$ cat config.mk
export PLATFORM = sky130hd
export DESIGN_NAME = aima_prep
export DESIGN_NICKNAME = d
export VERILOG_FILES = /design/src/design/aima_pkg.sv /design/src/design/aima_prep.sv
export SDC_FILE = /design/constraint.sdc
export NUM_CORES = 1
export LEC_CHECK = 0
export BUFFER_PORTS_ARGS = -buffer_cell sky130_fd_sc_hd__clkbuf_2
export CORE_MARGIN = 5
export CORE_UTILIZATION = 50
export DETAILED_ROUTE_END_ITERATION = 12
export GPL_TIMING_DRIVEN = 0
export PLACE_DENSITY = 0.87
export SETUP_SLACK_MARGIN = 0.4
export SLEW_MARGIN = 30
export SYNTH_ARGS = -nofsm -noshare
export SYNTH_HDL_FRONTEND = slang
export SYNTH_SLANG_ARGS = --single-unit
$ cat constraint.sdc
create_clock -name i_clk -period 9.5 [get_ports i_clk]
set_input_delay 1.9 -clock i_clk [delete_from_list [all_inputs] [get_ports i_clk]]
set_output_delay 1.9 -clock i_clk [all_outputs]
set_load 0.05 [all_outputs]
$ cat src/design/aima_pkg.sv
`timescale 1ns / 1ps
// ----------------------------------------------------------------------------
// aima_pkg
// Shared widths, CORDIC angle table and pipeline word for the aiming-angle
// datapath.
// ----------------------------------------------------------------------------
package aima_pkg;

    localparam int COORD_W    = 12;
    localparam int DIFF_W     = COORD_W + 1;
    localparam int FRAC_W     = 16;
    localparam int VEC_W      = 32;
    localparam int ANGLE_W    = 17;
    localparam int ROUND_W    = 34;
    localparam int ITERATIONS = 16;
    localparam int TABLE_LEN  = 24;
    localparam int NUM_STAGES = (ITERATIONS > TABLE_LEN) ? TABLE_LEN : ITERATIONS;
    // input stage + micro-rotations + rounding stage
    localparam int LATENCY    = NUM_STAGES + 2;

    // round(atan(2^-i) * 2^32 / (2*pi))
    localparam logic [VEC_W-1:0] ATAN_TAB [TABLE_LEN] = '{
        32'd536870912, 32'd316933406, 32'd167458907, 32'd85004756,
        32'd42667331,  32'd21354465,  32'd10679838,  32'd5340245,
        32'd2670163,   32'd1335087,   32'd667544,    32'd333772,
        32'd166886,    32'd83443,     32'd41722,     32'd20861,
        32'd10430,     32'd5215,      32'd2608,      32'd1304,
        32'd652,       32'd326,       32'd163,       32'd81
    };

    localparam logic signed [ANGLE_W-1:0] ANGLE_HALF_PI      = 17'sd16384;
    localparam logic signed [ANGLE_W-1:0] ANGLE_THREE_HALF_PI = 17'sd49152;
    localparam logic signed [ANGLE_W-1:0] ANGLE_MIN          = -17'sd16383;
    localparam logic signed [ANGLE_W-1:0] ANGLE_MAX          = 17'sd49152;
    localparam logic signed [ROUND_W-1:0] Z_HALF_TURN        = 34'sd2147483648;
    localparam logic signed [ROUND_W-1:0] ROUND_HALF         = 34'sd32768;

    typedef struct packed {
        logic             valid;
        logic             vert;    // dx is zero, CORDIC result unused
        logic             dx_neg;
        logic             dy_neg;
        logic [VEC_W-1:0] x;
        logic [VEC_W-1:0] y;
        logic [VEC_W-1:0] z;
    } t_vec;

endpackage

$ cat src/design/aima_prep.sv
`timescale 1ns / 1ps
// ----------------------------------------------------------------------------
// aima_prep
// Input stage: point difference and initial CORDIC vector (|dx|, dy) in
// 32-bit fixed point with 16 fraction bits.
// ----------------------------------------------------------------------------
module aima_prep (
    input  logic                                  i_clk,
    input  logic                                  i_rst_n,
    input  logic                                  i_en,
    input  logic                                  i_valid,
    input  logic signed [aima_pkg::COORD_W-1:0]   i_src_x,
    input  logic signed [aima_pkg::COORD_W-1:0]   i_src_y,
    input  logic signed [aima_pkg::COORD_W-1:0]   i_dst_x,
    input  logic signed [aima_pkg::COORD_W-1:0]   i_dst_y,
    output aima_pkg::t_vec                        o_vec
);
    import aima_pkg::*;

    logic signed [DIFF_W-1:0] dx;
    logic signed [DIFF_W-1:0] dy;
    logic        [DIFF_W-1:0] dx_mag;
    t_vec                     n_vec;
    t_vec                     r_vec;

    always_comb begin
        dx     = DIFF_W'(i_dst_x) - DIFF_W'(i_src_x);
        dy     = DIFF_W'(i_dst_y) - DIFF_W'(i_src_y);
        dx_mag = dx[DIFF_W-1] ? DIFF_W'(-dx) : DIFF_W'(dx);

        n_vec.valid  = i_valid;
        n_vec.vert   = (dx == '0);
        n_vec.dx_neg = dx[DIFF_W-1];
        n_vec.dy_neg = dy[DIFF_W-1];
        n_vec.x      = {{(VEC_W-DIFF_W-FRAC_W){1'b0}}, dx_mag, {FRAC_W{1'b0}}};
        n_vec.y      = {{(VEC_W-DIFF_W-FRAC_W){dy[DIFF_W-1]}}, dy, {FRAC_W{1'b0}}};
        n_vec.z      = '0;
    end

    always_ff @(posedge i_clk) begin
        if (!i_rst_n) begin
            r_vec <= '0;
        end else if (i_en) begin
            r_vec <= n_vec;
        end
    end

    assign o_vec = r_vec;

endmodule

==> key figures <==
Yosys
  • Async SR Flop Fraction: 0
  • Avg Inst Size Synth: 7.727 µm²
  • Seq/Total Area, Yosys: 0.1941
  • Synth top area share: 0.1941
  • Mapped Cells: 387
  • Dominant cell type by area after synthesis: dfxtp_1
  • Post-Syn Area: 2990 µm²
  • Synthesis warning total: 0
  • Commonest cells in the netlist: buf_4, inv_1, dfxtp_1
  • Yosys cell types: 50
  • Synth Flop Type: dfxtp_1
  • Yosys reg bits: 29
  • Dominant cell by count in the synthesized netlist: buf_4
  • Synth area leaders: dfxtp_1, buf_4, ha_1
  • Post-synth EDFFs: 0

Setup path
  • CP Max Fanout: 5
  • Cell Chain, Critical Path: clkbuf_2 > inv_1 > ha_1 > fa_1 > nor2b_1 > o2111a_1 > nor3_1 > o211ai_1 > nor3b_1 > or4_1 > or3b_2 > a221oi_1
  • Crit path kind: input pin to flop
  • Crit path DAT: 4.82 ns
  • Critical path endpoint category: flop
  • Worst setup SP type: input pin
  • CP max stage cell: nor3b_1
  • Critical Path RT: 9.68 ns
  • Crit path largest cell delay: 0.50 ns

STA
  • Setup TNS: 0 ns
  • Worst slew margin: 0.5238
  • Final setup fails: 0
  • Count of final hold-check violations: 0
  • Final hold slack: 0.4821 ns
  • Final Max Tran Viols: 0
  • Least-Margin Pin Slew: 0.7143 ns
  • Worst Skew: 0 ns
  • Highest Clock Rate: 215.3 MHz
  • Unrepaired setup endpoints after global routing: false
  • Final period demand of the worst path: 4.645 ns
  • Tcrit/Tclk final: 0.4889

Final layout
  • Share of layout cells above drive strength 1: 0.3119
  • P&R area growth vs syn: 28.16%
  • Max FFs per register: 29
  • Final nets: 623
  • Filler instances: 509
  • Design area: 3832 µm²
  • Diode count: 0
  • Fin cells: 620

Pwr
  • VDD IR max: 0.00006629 V
  • Sw Pwr: 250.1 µW
  • Gate power share: 0.550
  • Power per cell area: 137.5 nW/µm²
  • Switching Fraction: 0.4745
  • Lkg Pwr: 0.002108 µW
  • Seq pwr share: 0.269
  • Clock power share: 0.181
  • Internal: 277.0 µW

Place
  • Gpl congestion: 0.8551
  • Post-DP Area: 3752 µm²
  • Number of port buffers: 84
  • DP Cell Count: 612
  • DP Wirelength: 6485 µm

Clocking
  • Clock buffer depth: 2
  • Total CTS buffers: 5
  • Clock-pin slew on the worst setup and hold paths: 0.06 ns
  • Post-cts resize count: 0
  • Hold_buf cts: 0
  • Clk sinks: 29
  • Clk Latency, worst-skew pair: 0.27 ns
  • H-tree depth: 2
  • CTS tree: done
  • Root Buffer: clkbuf_8
  • Post-CTS Setup Repair Bufs: 0

Global route
  • Initial antenna violation count: 0
  • Vias in the first global route: 2676
  • First-pass GRT wire length: 11950 µm
  • Global route total overflow: 0
  • GRT Overall Usage: 0.1898
  • Largest net degree at the start of global routing: 11

Status
  • Status: complete, no violations

Drt
  • Vias per cell: 4.808
  • Post-route ant nets: 0
  • Wirelength per Cell: 12.43 µm
  • First-pass DRT Iterations: 5
  • Residual DRC: 0
  • Routed Wire Length: 7708 µm
  • Vias after detailed routing: 2981
  • DRT iter0 DRCs: 138

Die
  • Chip width: 87.34 µm
  • Initial Util: 0.5111
  • I/O pin cnt: 152
  • DIE AREA: 7627 µm²
  • Die H: 87.34 µm
  • Cell row count: 28
  • Core Box Area: 5851 µm²

Hold path
  • Hold WC Path Type: flop to flop

Job
  • Max cap viols: 0
## placed cells by master, fill, tap and decap left out, drive strengths merged, types with 4 or more instances in the layout
cell / synthesis / final
a211oi: 4 / 4
a21oi: 21 / 21
a31oi: 7 / 7
and2: 4 / 4
buf: 71 / 71
clkbuf: 11 / 103
conb: 1 / 67
dfxtp: 29 / 29
ha: 25 / 25
inv: 31 / 31
mux2i: 7 / 7
nand2: 19 / 19
nand3: 5 / 5
nand3b: 8 / 8
nand4: 4 / 4
nor2: 28 / 28
nor2b: 7 / 7
nor3: 8 / 8
o211ai: 4 / 4
o21a: 6 / 6
o21ai: 16 / 16
o31ai: 5 / 5
or2: 4 / 4
or4: 4 / 4
xnor2: 11 / 11
xor2: 10 / 10
## final timing paths
kind	start	to	slack, ns	cells after the start
hold reg to reg	o_vec[97]	o_vec[97]	0.48	2
hold / removal	o_vec[97]	o_vec[97]	0.48	2
setup reg to reg	o_vec[90]	o_vec[90]	8.61	3
setup / recovery	i_dst_x[0]	o_vec[90]	4.86	12
## power groups by stage
stage	Combinational, µW	Sequential, µW	Clock [µW]
final	290	142	95.2
after global routing	311	143	103
after CTS	288	142	97.0
after detailed placement	286	144	0
after global placement	279	144	0
after floorplan	191	188	0
## stage by stage
step / setup slack (ns) / power [µW] / util
2_1_floorplan: 4.847 / 378.6 / -
4_1_cts: 4.894 / 526.3 / 0.6550
3_3_place_gp: 4.656 / 422.3 / 0.6414
6_report: 4.855 / 527.0 / 0.6550
3_5_place_dp: 4.609 / 430.8 / 0.6414
5_1_grt: 4.613 / 557.0 / 0.6550
## critical path: cells and delay by family
family          cells  cell delay, ns
fa+ha+maj           2            0.60
simple gates        5            1.53
compound gates      3            0.66
buf+inv             2            0.10
## per-layer routing
| layer | GRT usage | routed length [µm] |
|---|---|---|
| met1 | 0.2132 | 2995 |
| met2 | 0.3575 | 3914 |
| met3 | 0.03311 | 679 |
| met4 | 0.05997 | 118 |
| met5 | 0 | 0 |
## kinds of logic after synthesis
group                      share of synthesized area
buffers and inverters                         0.2310
xor gates and xnor gates                     0.06150
DFF                                           0.1941
and+or+nand+nor                               0.1900
muxes                                        0.02343
AOI/OAI and AO/OA                             0.1808
other                                       0.001254
adders and majority gates                     0.1180
## cell type report
| cell class | count | area, µm² | share of cell area |
|---|---|---|---|
| plain buffers | 82 | 574.3 | 0.1499 |
| well taps | 75 | 93.84 | 0.02449 |
| clock buffers | 8 | 80.08 | 0.02089 |
| multi-input cells | 311 | 1967 | 0.5132 |
| inverters | 31 | 116.4 | 0.03036 |
| repair buffers | 84 | 420.4 | 0.1097 |
| flip-flops and latches | 29 | 580.6 | 0.1515 |
(Power assumes the default switching activity.)
