===== src/design/aima_pkg.sv =====
`timescale 1ns / 1ps
// ----------------------------------------------------------------------------
// aima_pkg
// Shared widths, CORDIC angle table and pipeline word for the aiming-angle
// datapath.
// ----------------------------------------------------------------------------
package aima_pkg;

    localparam int COORD_W    = 12;
    localparam int DIFF_W     = COORD_W + 1;
    localparam int FRAC_W     = 16;
    localparam int VEC_W      = 32;
    localparam int ANGLE_W    = 17;
    localparam int ROUND_W    = 34;
    localparam int ITERATIONS = 16;
    localparam int TABLE_LEN  = 24;
    localparam int NUM_STAGES = (ITERATIONS > TABLE_LEN) ? TABLE_LEN : ITERATIONS;
    // input stage + micro-rotations + rounding stage
    localparam int LATENCY    = NUM_STAGES + 2;

    // round(atan(2^-i) * 2^32 / (2*pi))
    localparam logic [VEC_W-1:0] ATAN_TAB [TABLE_LEN] = '{
        32'd536870912, 32'd316933406, 32'd167458907, 32'd85004756,
        32'd42667331,  32'd21354465,  32'd10679838,  32'd5340245,
        32'd2670163,   32'd1335087,   32'd667544,    32'd333772,
        32'd166886,    32'd83443,     32'd41722,     32'd20861,
        32'd10430,     32'd5215,      32'd2608,      32'd1304,
        32'd652,       32'd326,       32'd163,       32'd81
    };

    localparam logic signed [ANGLE_W-1:0] ANGLE_HALF_PI      = 17'sd16384;
    localparam logic signed [ANGLE_W-1:0] ANGLE_THREE_HALF_PI = 17'sd49152;
    localparam logic signed [ANGLE_W-1:0] ANGLE_MIN          = -17'sd16383;
    localparam logic signed [ANGLE_W-1:0] ANGLE_MAX          = 17'sd49152;
    localparam logic signed [ROUND_W-1:0] Z_HALF_TURN        = 34'sd2147483648;
    localparam logic signed [ROUND_W-1:0] ROUND_HALF         = 34'sd32768;

    typedef struct packed {
        logic             valid;
        logic             vert;    // dx is zero, CORDIC result unused
        logic             dx_neg;
        logic             dy_neg;
        logic [VEC_W-1:0] x;
        logic [VEC_W-1:0] y;
        logic [VEC_W-1:0] z;
    } t_vec;

endpackage


===== src/design/aima_round.sv =====
`timescale 1ns / 1ps
// ----------------------------------------------------------------------------
// aima_round
// Output stage: quadrant fold, round half up to 2*pi/65536 units, vertical
// aim override, output register.
// ----------------------------------------------------------------------------
module aima_round (
    input  logic                                 i_clk,
    input  logic                                 i_rst_n,
    input  logic                                 i_en,
    input  aima_pkg::t_vec                       i_vec,
    output logic                                 o_valid,
    output logic signed [aima_pkg::ANGLE_W-1:0]  o_angle
);
    import aima_pkg::*;

    logic signed [ROUND_W-1:0] z_ext;
    logic signed [ROUND_W-1:0] t_val;
    logic signed [ROUND_W-1:0] t_rnd;
    logic signed [ANGLE_W-1:0] n_angle;
    logic                      r_valid;
    logic signed [ANGLE_W-1:0] r_angle;

    always_comb begin
        z_ext = ROUND_W'($signed(i_vec.z));
        // left half plane: pi - z (z counts counterclockwise from +x)
        t_val = i_vec.dx_neg ? (Z_HALF_TURN - z_ext) : z_ext;
        t_rnd = (t_val + ROUND_HALF) >>> FRAC_W;
        if (i_vec.vert) begin
            n_angle = i_vec.dy_neg ? ANGLE_THREE_HALF_PI : ANGLE_HALF_PI;
        end else begin
            n_angle = t_rnd[ANGLE_W-1:0];
        end
    end

    always_ff @(posedge i_clk) begin
        if (!i_rst_n) begin
            r_valid <= 1'b0;
        end else if (i_en) begin
            r_valid <= i_vec.valid;
        end
    end

    always_ff @(posedge i_clk) begin
        if (i_en) begin
            r_angle <= n_angle;
        end
    end

    assign o_valid = r_valid;
    assign o_angle = r_angle;

endmodule


===== config.mk =====
export PLATFORM = sky130hd
export DESIGN_NAME = aima_round
export DESIGN_NICKNAME = d
export VERILOG_FILES = /design/src/design/aima_pkg.sv /design/src/design/aima_round.sv
export SDC_FILE = /design/constraint.sdc
export NUM_CORES = 1
export LEC_CHECK = 0
export CORE_MARGIN = 3
export CORE_UTILIZATION = 55
export DETAILED_ROUTE_END_ITERATION = 8
export DONT_BUFFER_PORTS = 1
export PLACE_DENSITY_LB_ADDON = 0.05
export SYNTH_ARGS = -nofsm -noshare
export SYNTH_HDL_FRONTEND = slang
export SYNTH_SLANG_ARGS = --single-unit

===== constraint.sdc =====
create_clock -name i_clk -period 4.56 [get_ports i_clk]
set_input_delay 0.456 -clock i_clk [delete_from_list [all_inputs] [get_ports i_clk]]
set_output_delay 0.456 -clock i_clk [all_outputs]
set_load 0.02 [all_outputs]

==> flow_summary.json, run 1 <==
{
  "cap_violations": 0,
  "synthFlopType": "edfxtp_1",
  "worstPathMaxFanout": 21,
  "grt_max_degree": 26,
  "cp.depth": 11,
  "cts_sinks": 18,
  "rsz0062_at_grt": "false",
  "ctsHoldBuffers": 0,
  "cts_max_level": 1,
  "post_cts_buffers": 0,
  "dp_hpwl_um": 2690,
  "rrSetupSlack_ns": 3.83,
  "cts_resized": 0,
  "cts_root_buf": "clkbuf_4",
  "ys_seq_area_frac": 0.321,
  "clk_pin_slew_ns": 0.09,
  "holdPathEnd": "o_angle[7]",
  "port-buffer-count": 0,
  "whs_path_depth": 0,
  "initial_core_util": 0.589,
  "clkLatencyLatePin_ns": 0.28,
  "synthCells": 181,
  "place_congestion": 0.758,
  "io-pin-count": 121,
  "crit_family": "simple AND/OR/NAND/NOR gates",
  "route.detailed.drc": 0,
  "path_cells": "nor4_1 -> nand4_1 -> buf_4 -> o21ai_0 -> xnor2_1 -> ha_1 -> nor3b_1 -> and3_4 -> o211a_1 -> mux2i_1 -> mux2_1",
  "ys_top_cells_by_count": "edfxtp_1, nor2_1, xnor2_1, nand2_1, nor3_1",
  "setup_slack_ns": 1.74,
  "slew_viol_final": 0,
  "vdd_drop_max_uv": 102,
  "synth_top_area_share": 0.309,
  "die-width_um": 60.8,
  "dr.pass1.iters": 4,
  "yosys_warnings": 0,
  "hold_class": "in2reg",
  "end_kind": "flop",
  "wl_per_cell_um": 16.7,
  "grt_antenna_before_repair": 0,
  "wl_um": 3410,
  "critPathKind": "in2reg",
  "n_antenna_cell": 0,
  "synth.avg_cell_area_um2": 9.13,
  "synth_nets": 285,
  "cp.arrival_ns": 2.87,
  "antenna_left": 0,
  "grt.total_usage": 0.188,
  "grt_overflow": 0,
  "vias_per_cell": 6.59,
  "synth.distinct_cells": 55,
  "fin_crit_sh": 0.619,
  "grt_pass1_wl_um": 5320,
  "ys_ff_latch": 18,
  "numCtsBuffers": 3,
  "final_area_mm2": 0.00167,
  "setup_tns_ns": 0,
  "synth.most_common_cell": "edfxtp_1",
  "fmax_mhz": 354,
  "r2r.worst_path.cells": 2,
  "coreArea_mm2": 0.00281,
  "cpPeakStageDelay_ns": 0.35,
  "worst_slew_pin_slew_ns": 0.489,
  "area_delta_synth_final_pct": 1.29,
  "required_ns": 4.60,
  "r2r-start": "o_valid",
  "drtIter0Drc": 66,
  "timing.rr.end": "o_valid",
  "grt_pass1_vias": 1210,
  "vias": 1345,
  "min_from": "i_en",
  "startpoint_type": "primary input",
  "status": "finished, final reports clean",
  "fillCellCount": 269,
  "crit_buf_inv": 1,
  "layout-drive-gt1-share": 0.110,
  "syn_area_mm2": 0.00165,
  "die_h_um": 60.8,
  "clock_skew_ns": 0,
  "dpl-instance-area_mm2": 0.00164,
  "fin_nets": 278,
  "clk_path_buf_depth": 2,
  "finalSetupViolCount": 0,
  "async_reset_ff_frac": 0,
  "power.leakage_nw": 0.557,
  "synth-edff-count": 17,
  "cp_slowest_cell": "mux2_1",
  "cts_tree": "built",
  "synth.area.top_cells": "edfxtp_1, xnor2_1, nor2_1, nor3_1, nand2_1",
  "worst_slew_margin_rel": 0.672,
  "hold_viol": 0,
  "num_rows": 19,
  "dieArea_mm2": 0.00370,
  "pre_cts_slack_ns": 1.44,
  "period_minus_slack_ns": 2.82,
  "synth_area_leader_cell": "edfxtp_1",
  "p_per_area_mw_per_mm2": 227
}
-- registers in the layout, summed over array words and instances, names as in the netlist --
name     count
o_angle     17
o_valid      1
-- cell type report --
cell class / instances / area [um2] / share of cell area
Multi-Input combinational cell: 147 / 1050 / 0.627
Sequential cell: 18 / 531 / 0.317
Tap cell: 31 / 38.8 / 0.0232
Clock buffer: 4 / 36.3 / 0.0217
Inverter: 3 / 11.3 / 0.00673
Timing Repair Buffer: 1 / 7.51 / 0.00448
-- cells in the final DEF (no fill, tap or decap), types with 3 or more instances in the layout --
cell type,instances
o21ai_0,7
nand4_1,4
o31ai_1,5
nor3_1,10
and3_1,3
nand2_1,12
mux2i_1,3
clkbuf_4,3
nand3_1,3
mux2_1,3
nor2_1,16
a21oi_1,5
nor4_1,4
edfxtp_1,17
xor2_1,5
o22ai_1,3
nor2b_1,6
xnor2_1,14
or4_1,4
-- metal layers --
metal  GRT usage  vias to the layer above  share of wire
li1            -                      669              -
met1       0.262                      598           0.46
met2       0.299                       74           0.45
met3      0.0234                        4          0.081
met4      0.0650                        0         0.0050
met5           0                        -              0
-- logic make-up (layout without fill, tap and decap cells) --
| logic type | after synthesis | in the layout | synth area share |
|---|---|---|---|
| simple gates | 80 | 80 | 0.289 |
| compound gates | 40 | 40 | 0.189 |
| xor+xnor | 20 | 20 | 0.111 |
| flops | 18 | 18 | 0.321 |
| buf+inv | 16 | 8 | 0.0439 |
| mux | 6 | 6 | 0.0386 |
| fa+ha+maj | 1 | 1 | 0.00757 |
-- power breakdown --
part	internal [W]	switching (W)	total, W
sequential	0.000200	0.0000239	0.000224
clock	0.0000486	0.0000424	0.0000910
combinational	0.0000340	0.0000311	0.0000651
total	0.000283	0.0000974	0.000380
-- metrics by stage --
| stage | std cells | utilization | hold WS, ns | power, W |
|---|---|---|---|---|
| global route | 204 | 0.597 | 0.259 | 0.000399 |
| global placement | 200 | 0.584 | 0.570 | 0.000291 |
| finish | 204 | 0.597 | 0.275 | 0.000380 |
| detailed placement | 200 | 0.584 | 0.570 | 0.000294 |
| floorplan | 181 | - | 0.568 | 0.000293 |
| CTS | 204 | 0.597 | 0.265 | 0.000384 |
-- worst max path at each step --
stage	startpoint	to
6_report	i_vec[10]	o_angle[9]
2_1_floorplan	i_vec[5]	o_angle[5]
4_1_cts	i_vec[10]	o_angle[9]
3_3_place_gp	i_vec[10]	o_angle[9]
3_5_place_dp	i_vec[10]	o_angle[9]
5_1_grt	i_vec[10]	o_angle[9]
(Power assumes the default switching activity.)
==> run 2: changes to the inputs <==
--- a/config.mk
+++ b/config.mk
@@ -5,6 +5,7 @@
 export SDC_FILE = /design/constraint.sdc
 export NUM_CORES = 1
 export LEC_CHECK = 0
+export ABC_AREA = 1
 export CORE_MARGIN = 3
 export CORE_UTILIZATION = 55
 export DETAILED_ROUTE_END_ITERATION = 8
==> constraint.sdc (replaced) <==
create_clock -name i_clk -period 2.7 [get_ports i_clk]
set_input_delay 0.27 -clock i_clk [delete_from_list [all_inputs] [get_ports i_clk]]
set_output_delay 0.27 -clock i_clk [all_outputs]
set_load 0.02 [all_outputs]
==> run 2 against run 1 <==
Compared with the run above: routed wire length rose by 23%; critical endpoint is now o_angle[13]; register-to-register slack got worse by 1.9 ns; flip-flop and latch count did not move; largest power group unchanged.
==> flow_summary.json, run 2 <==
{
  "synth_area_leader_cell": "edfxtp_1",
  "synth_top_area_share": 0.262,
  "r2r-start": "o_valid",
  "fin_crit_sh": 0.667,
  "ys_top_cells_by_count": "nand2_1, nor2_1, inv_1, nand3_1, edfxtp_1",
  "fmax_mhz": 555,
  "whs_path_depth": 1,
  "grt_overflow": 0,
  "worst_slew_margin_rel": 0.758,
  "cts_resized": 0,
  "dp_cells": 356,
  "dpl-instance-area_mm2": 0.00199,
  "synth.avg_cell_area_um2": 6.22,
  "status": "finished, final reports clean",
  "setup_tns_ns": 0,
  "wl_per_cell_um": 11.6,
  "cp_common_cell": "nand2_1",
  "coreArea_mm2": 0.00339,
  "n_antenna_cell": 0,
  "worstPathMaxFanout": 5,
  "synth.distinct_cells": 28,
  "ys_ff_latch": 18,
  "rrSetupSlack_ns": 1.95,
  "rsz0062_at_grt": "false",
  "hold_class": "in2reg",
  "cap_violations": 0,
  "grt_antenna_before_repair": 0,
  "dr.pass1.iters": 4,
  "busiest_layer": "met2",
  "intPower_w": 0.000467,
  "mostFrequentLayoutCells": "nand2_1, nor2_1, inv_1",
  "die_h_um": 65.6,
  "final_area_mm2": 0.00202,
  "cts_root_buf": "clkbuf_4",
  "end_kind": "flop",
  "initial_core_util": 0.576,
  "critPathKind": "in2reg",
  "path_cells": "nor2_1 -> nand2_1 -> nor2_1 -> nand2_1 -> nand2_1 -> nand2_1 -> nand2_1 -> ha_1 -> nand2_2 -> nor2_4 -> nand3_2 -> nor2_2 -> nand2_1 -> nand2_1 -> nor2_1",
  "num_rows": 21,
  "p_per_area_mw_per_mm2": 339,
  "grt_pass1_vias": 1740,
  "cpPeakStageDelay_ns": 0.19,
  "pre_cts_slack_ns": 0.596,
  "worst_slew_pin_slew_ns": 0.361,
  "synthCells": 314,
  "synth.most_common_cell": "nand2_1",
  "crit_buf_inv": 0,
  "layout-drive-gt1-share": 0.153,
  "met2_usage": 0.359,
  "area_delta_synth_final_pct": 3.72,
  "r2r.worst_path.cells": 2,
  "clk_pin_slew_ns": 0.10,
  "place_congestion": 0.878,
  "holdPathEnd": "o_valid",
  "cts_tree": "built",
  "grt_max_degree": 30,
  "ctsHoldBuffers": 0,
  "p_seq_frac": 0.541,
  "drtIter0Drc": 111,
  "synth-edff-count": 17,
  "dp_hpwl_um": 3610,
  "largest_reg_flops": 17,
  "timing.rr.end": "o_valid",
  "required_ns": 2.76,
  "die-width_um": 65.6,
  "ys_seq_area_frac": 0.272,
  "cp.arrival_ns": 1.87,
  "hold_viol": 0,
  "power.leakage_nw": 0.926,
  "yosys_warnings": 0,
  "grt.met1_usage": 0.268,
  "fillCellCount": 333,
  "worst_hold_slack_ns": 0.0590,
  "port-buffer-count": 0,
  "clock_skew_ns": 0,
  "period_minus_slack_ns": 1.80,
  "async_reset_ff_frac": 0,
  "numCtsBuffers": 3,
  "power.switching_w": 0.000219,
  "vias": 1850,
  "grt_pass1_wl_um": 7250,
  "clkLatencyLatePin_ns": 0.29,
  "setup_slack_ns": 0.899,
  "vdd_drop_max_uv": 140,
  "antenna_left": 0,
  "dieArea_mm2": 0.00430,
  "cts_max_level": 1,
  "swShare": 0.320,
  "syn_area_mm2": 0.00195,
  "synthFlopType": "edfxtp_1",
  "fin_nets": 419,
  "vias_per_cell": 5.14,
  "route.detailed.drc": 0,
  "clk_path_buf_depth": 2,
  "min_from": "i_en",
  "cts_sinks": 18,
  "io-pin-count": 121,
  "cp_slowest_cell": "ha_1",
  "synth_nets": 418,
  "slew_viol_final": 0,
  "combPwrFrac": 0.223,
  "startpoint_type": "primary input",
  "post_cts_buffers": 0,
  "fin_cells": 360,
  "finalSetupViolCount": 0,
  "grt.total_usage": 0.211,
  "crit_family": "simple AND/OR/NAND/NOR gates",
  "clkPwrFrac": 0.235,
  "synth.area.top_cells": "edfxtp_1, nand2_1, nor2_1, nand3_1, inv_1",
  "use_met3": 0.0239,
  "wl_um": 4190,
  "layout_commonest_cell": "nand2_1"
}
run 2: changes by cell type in the layout (fill, tap and decap cells not counted), moves of 14 or more:
cell     before  now
nor2_1       16   47
nand2_1      12   91
nand3_1       3   31
inv_1         2   41
nand2_2       0   14
xnor2_1      14    0
run 2: kinds of logic after synthesis:
family / Yosys count / synth area share
DFF: 18 / 0.272
AOI/OAI and AO/OA: 27 / 0.0718
adders and majority gates: 1 / 0.00641
buffers and inverters: 49 / 0.0974
and+or+nand+nor: 218 / 0.548
xor gates and xnor gates: 1 / 0.00449
run 2: per-layer routing:
layer,share of wire,vias up,routed length [um]
li1,-,997,-
met1,0.45,797,1910
met2,0.48,50,2000
met3,0.052,6,218
met4,0.016,0,69
met5,0,-,0
run 2: metrics by stage:
| stage | utilization | power (W) |
|---|---|---|
| finish | 0.597 | 0.000687 |
| global route | 0.597 | 0.000730 |
| CTS | 0.597 | 0.000693 |
| detailed placement | 0.587 | 0.000532 |
| global placement | 0.587 | 0.000529 |
| floorplan | - | 0.000511 |
run 2: worst reg2reg max path, cell delays in order, from the launching register on:
cell and delay [ns]:
dfxtp_1 0.45, o21ai_0 0.13, a21oi_1 0.11
run 2: how the worst max path moves through the flow:
stage | cells after the start | startpoint | end | slack (ns)
detailed placement | 15 | i_vec[15] | o_angle[13] | 0.60
finish | 15 | i_vec[15] | o_angle[13] | 0.90
global placement | 15 | i_vec[15] | o_angle[15] | 0.62
floorplan | 15 | i_vec[2] | o_angle[13] | 0.85
CTS | 15 | i_vec[15] | o_angle[15] | 0.92
global route | 15 | i_vec[12] | o_angle[13] | 0.68
run 2: area by class of cell:
type,count,area [um2],share of cell area
sequential,18,531,0.262
tap,46,57.6,0.0284
inverter,45,169,0.0834
multi-input combinational,247,1230,0.608
clock buffer,4,36.3,0.0179
run 2: power groups by stage:
stage / combinational [W] / sequential (W) / clock, W
floorplan: 0.000135 / 0.000376 / 0
global placement: 0.000151 / 0.000378 / 0
detailed placement: 0.000153 / 0.000379 / 0
CTS: 0.000154 / 0.000373 / 0.000167
global route: 0.000179 / 0.000375 / 0.000176
finish: 0.000153 / 0.000372 / 0.000162
==> run 3: changes to the inputs <==
--- a/config.mk
+++ b/config.mk
@@ -5,7 +5,7 @@
 export SDC_FILE = /design/constraint.sdc
 export NUM_CORES = 1
 export LEC_CHECK = 0
-export ABC_AREA = 1
+export ABC_AREA = 0
 export CORE_MARGIN = 3
 export CORE_UTILIZATION = 55
 export DETAILED_ROUTE_END_ITERATION = 8
==> constraint.sdc (replaced) <==
create_clock -name i_clk -period 1.6 [get_ports i_clk]
set_input_delay 0.16 -clock i_clk [delete_from_list [all_inputs] [get_ports i_clk]]
set_output_delay 0.16 -clock i_clk [all_outputs]
set_load 0.02 [all_outputs]
==> run 3 against run 2 <==
Compared with the run above: the run now ends with negative setup slack left; die area shrank 14%; critical endpoint is now o_angle[5]; global-route usage grew 3.1 points; setup slack lost 1.7 ns; first-iteration DRC count shrank 21%; clock-buffer cell count is the same; largest power group unchanged; largest cell class unchanged.
==> flow_summary.json, run 3 (synthesis gave the netlist of run 1 again) <==
{
  "layout-drive-gt1-share": 0.446,
  "grt_pass1_vias": 1487,
  "hold_viol": 0,
  "dieArea_mm2": 0.00370,
  "clkLatencyLatePin_ns": 0.27,
  "die-width_um": 60.8,
  "timing.rr.end": "o_valid",
  "cts_tree": "built",
  "min_from": "i_rst_n",
  "initial_core_util": 0.589,
  "cts_sinks": 18,
  "end_kind": "flop",
  "n_antenna_cell": 0,
  "finalSetupViolCount": 16,
  "fin_crit_sh": 1.49,
  "fillCellCount": 166,
  "worst_slew_pin_slew_ns": 0.682,
  "period_minus_slack_ns": 2.39,
  "grt_max_degree": 26,
  "grt_antenna_before_repair": 0,
  "r2r-start": "o_valid",
  "clk_pin_slew_ns": 0.08,
  "grt.total_usage": 0.242,
  "layout_commonest_cell": "buf_4",
  "grt_overflow": 0,
  "dpl-instance-area_mm2": 0.00187,
  "p_per_area_mw_per_mm2": 513,
  "path_cells": "nor4_4 -> nand4_1 -> o21ai_2 -> xnor2_2 -> ha_2 -> nor3b_4 -> and3_4 -> buf_6 -> or2_4 -> a311oi_2 -> mux2_1",
  "dr.pass1.iters": 4,
  "coreArea_mm2": 0.00281,
  "place_congestion": 0.895,
  "power.leakage_nw": 0.844,
  "clock_skew_ns": 0,
  "critPathKind": "in2reg",
  "dp_hpwl_um": 3000,
  "port-buffer-count": 0,
  "fin_cells": 244,
  "setup_slack_ns": -0.787,
  "worst_slew_margin_rel": 0.544,
  "cp.arrival_ns": 2.41,
  "io-pin-count": 121,
  "largest_reg_flops": 17,
  "violations": "negative setup slack",
  "dp_cells": 222,
  "required_ns": 1.63,
  "startpoint_type": "primary input",
  "whs_path_depth": 1,
  "status": "complete, but fails checks",
  "rsz0062_at_grt": "true",
  "vdd_drop_max_uv": 261,
  "grt_pass1_wl_um": 6790,
  "vias_per_cell": 6.73,
  "worstPathMaxFanout": 4,
  "crit_family": "simple AND/OR/NAND/NOR gates",
  "slew_viol_final": 0,
  "numCtsBuffers": 3,
  "mostFrequentLayoutCells": "buf_4, edfxtp_1, nor2_1",
  "crit_buf_inv": 1,
  "area_delta_synth_final_pct": 40.0,
  "fin_nets": 318,
  "wl_um": 4890,
  "fmax_mhz": 419,
  "wl_per_cell_um": 20.0,
  "cts_max_level": 1,
  "hold_class": "in2reg",
  "die_h_um": 60.8,
  "rrSetupSlack_ns": 0.87,
  "holdPathEnd": "o_valid",
  "cp_slowest_cell": "mux2_1",
  "cap_violations": 0,
  "critPathLaunch": "i_vec[0]",
  "r2r.worst_path.cells": 2,
  "antenna_left": 0,
  "final_area_mm2": 0.00231,
  "cts_root_buf": "clkbuf_4",
  "vias": 1642,
  "cpPeakStageDelay_ns": 0.35,
  "clk_path_buf_depth": 2,
  "power_w": 0.00119,
  "route.detailed.drc": 0,
  "num_rows": 19,
  "drtIter0Drc": 88
}
-- run 3: repair_timing --
action,4_1_cts,5_1_grt
endpoints found under the hold margin,17,0
hold buffers,1,0
gates resized for setup,31,26
buffers inserted,15,5
setup endpoints to repair,15,16
pin swaps,18,20
-- run 3: worst register-to-register path: cells and delay by family (launching register included) --
kind | cells | cell delay, ns
flip-flops | 1 | 0.46
multiplexers | 1 | 0.11
AND/OR/NAND/NOR | 1 | 0.11
-- run 3: how the worst max path moves through the flow --
stage,end,slack [ns],depth (start not counted)
floorplan,o_angle[9],-1.01,12
global placement,o_angle[9],-0.89,10
detailed placement,o_angle[9],-1.10,10
CTS,o_angle[9],-0.75,10
global route,o_angle[9],-0.88,10
finish,o_angle[5],-0.79,11
-- run 3: routing by layer --
layer | share of wire | vias up | track usage | wire [um]
met1 | 0.38 | 778 | 0.313 | 1840
met4 | 0.024 | 0 | 0.0681 | 119
met5 | 0 | - | 0 | 0
li1 | - | 751 | - | -
met3 | 0.089 | 12 | 0.0255 | 435
met2 | 0.51 | 101 | 0.427 | 2490
-- run 3: power by group --
| group | internal, W | switching (W) |
|---|---|---|
| sequential | 0.000571 | 0.0000681 |
| combinational | 0.000186 | 0.000152 |
| clock | 0.0000965 | 0.000114 |
-- run 3: per-stage QoR --
step                 util  worst slack [ns]  setup TNS, ns  hold WS, ns
detailed placement  0.666             -1.10         -11.02        0.274
finish              0.825            -0.787          -8.98       0.0194
CTS                 0.770            -0.746          -7.35       0.0252
global placement    0.666            -0.894          -9.98        0.274
floorplan               -             -1.01          -8.15        0.272
global route        0.825            -0.885         -10.75       0.0125
-- run 3: area by class of cell --
class / instances / area (um2) / area share
multi-input combinational: 147 / 1340 / 0.579
sequential: 18 / 531 / 0.229
timing repair buffer: 41 / 367 / 0.158
tap: 31 / 38.8 / 0.0168
clock buffer: 4 / 26.3 / 0.0114
inverter: 3 / 11.3 / 0.00486
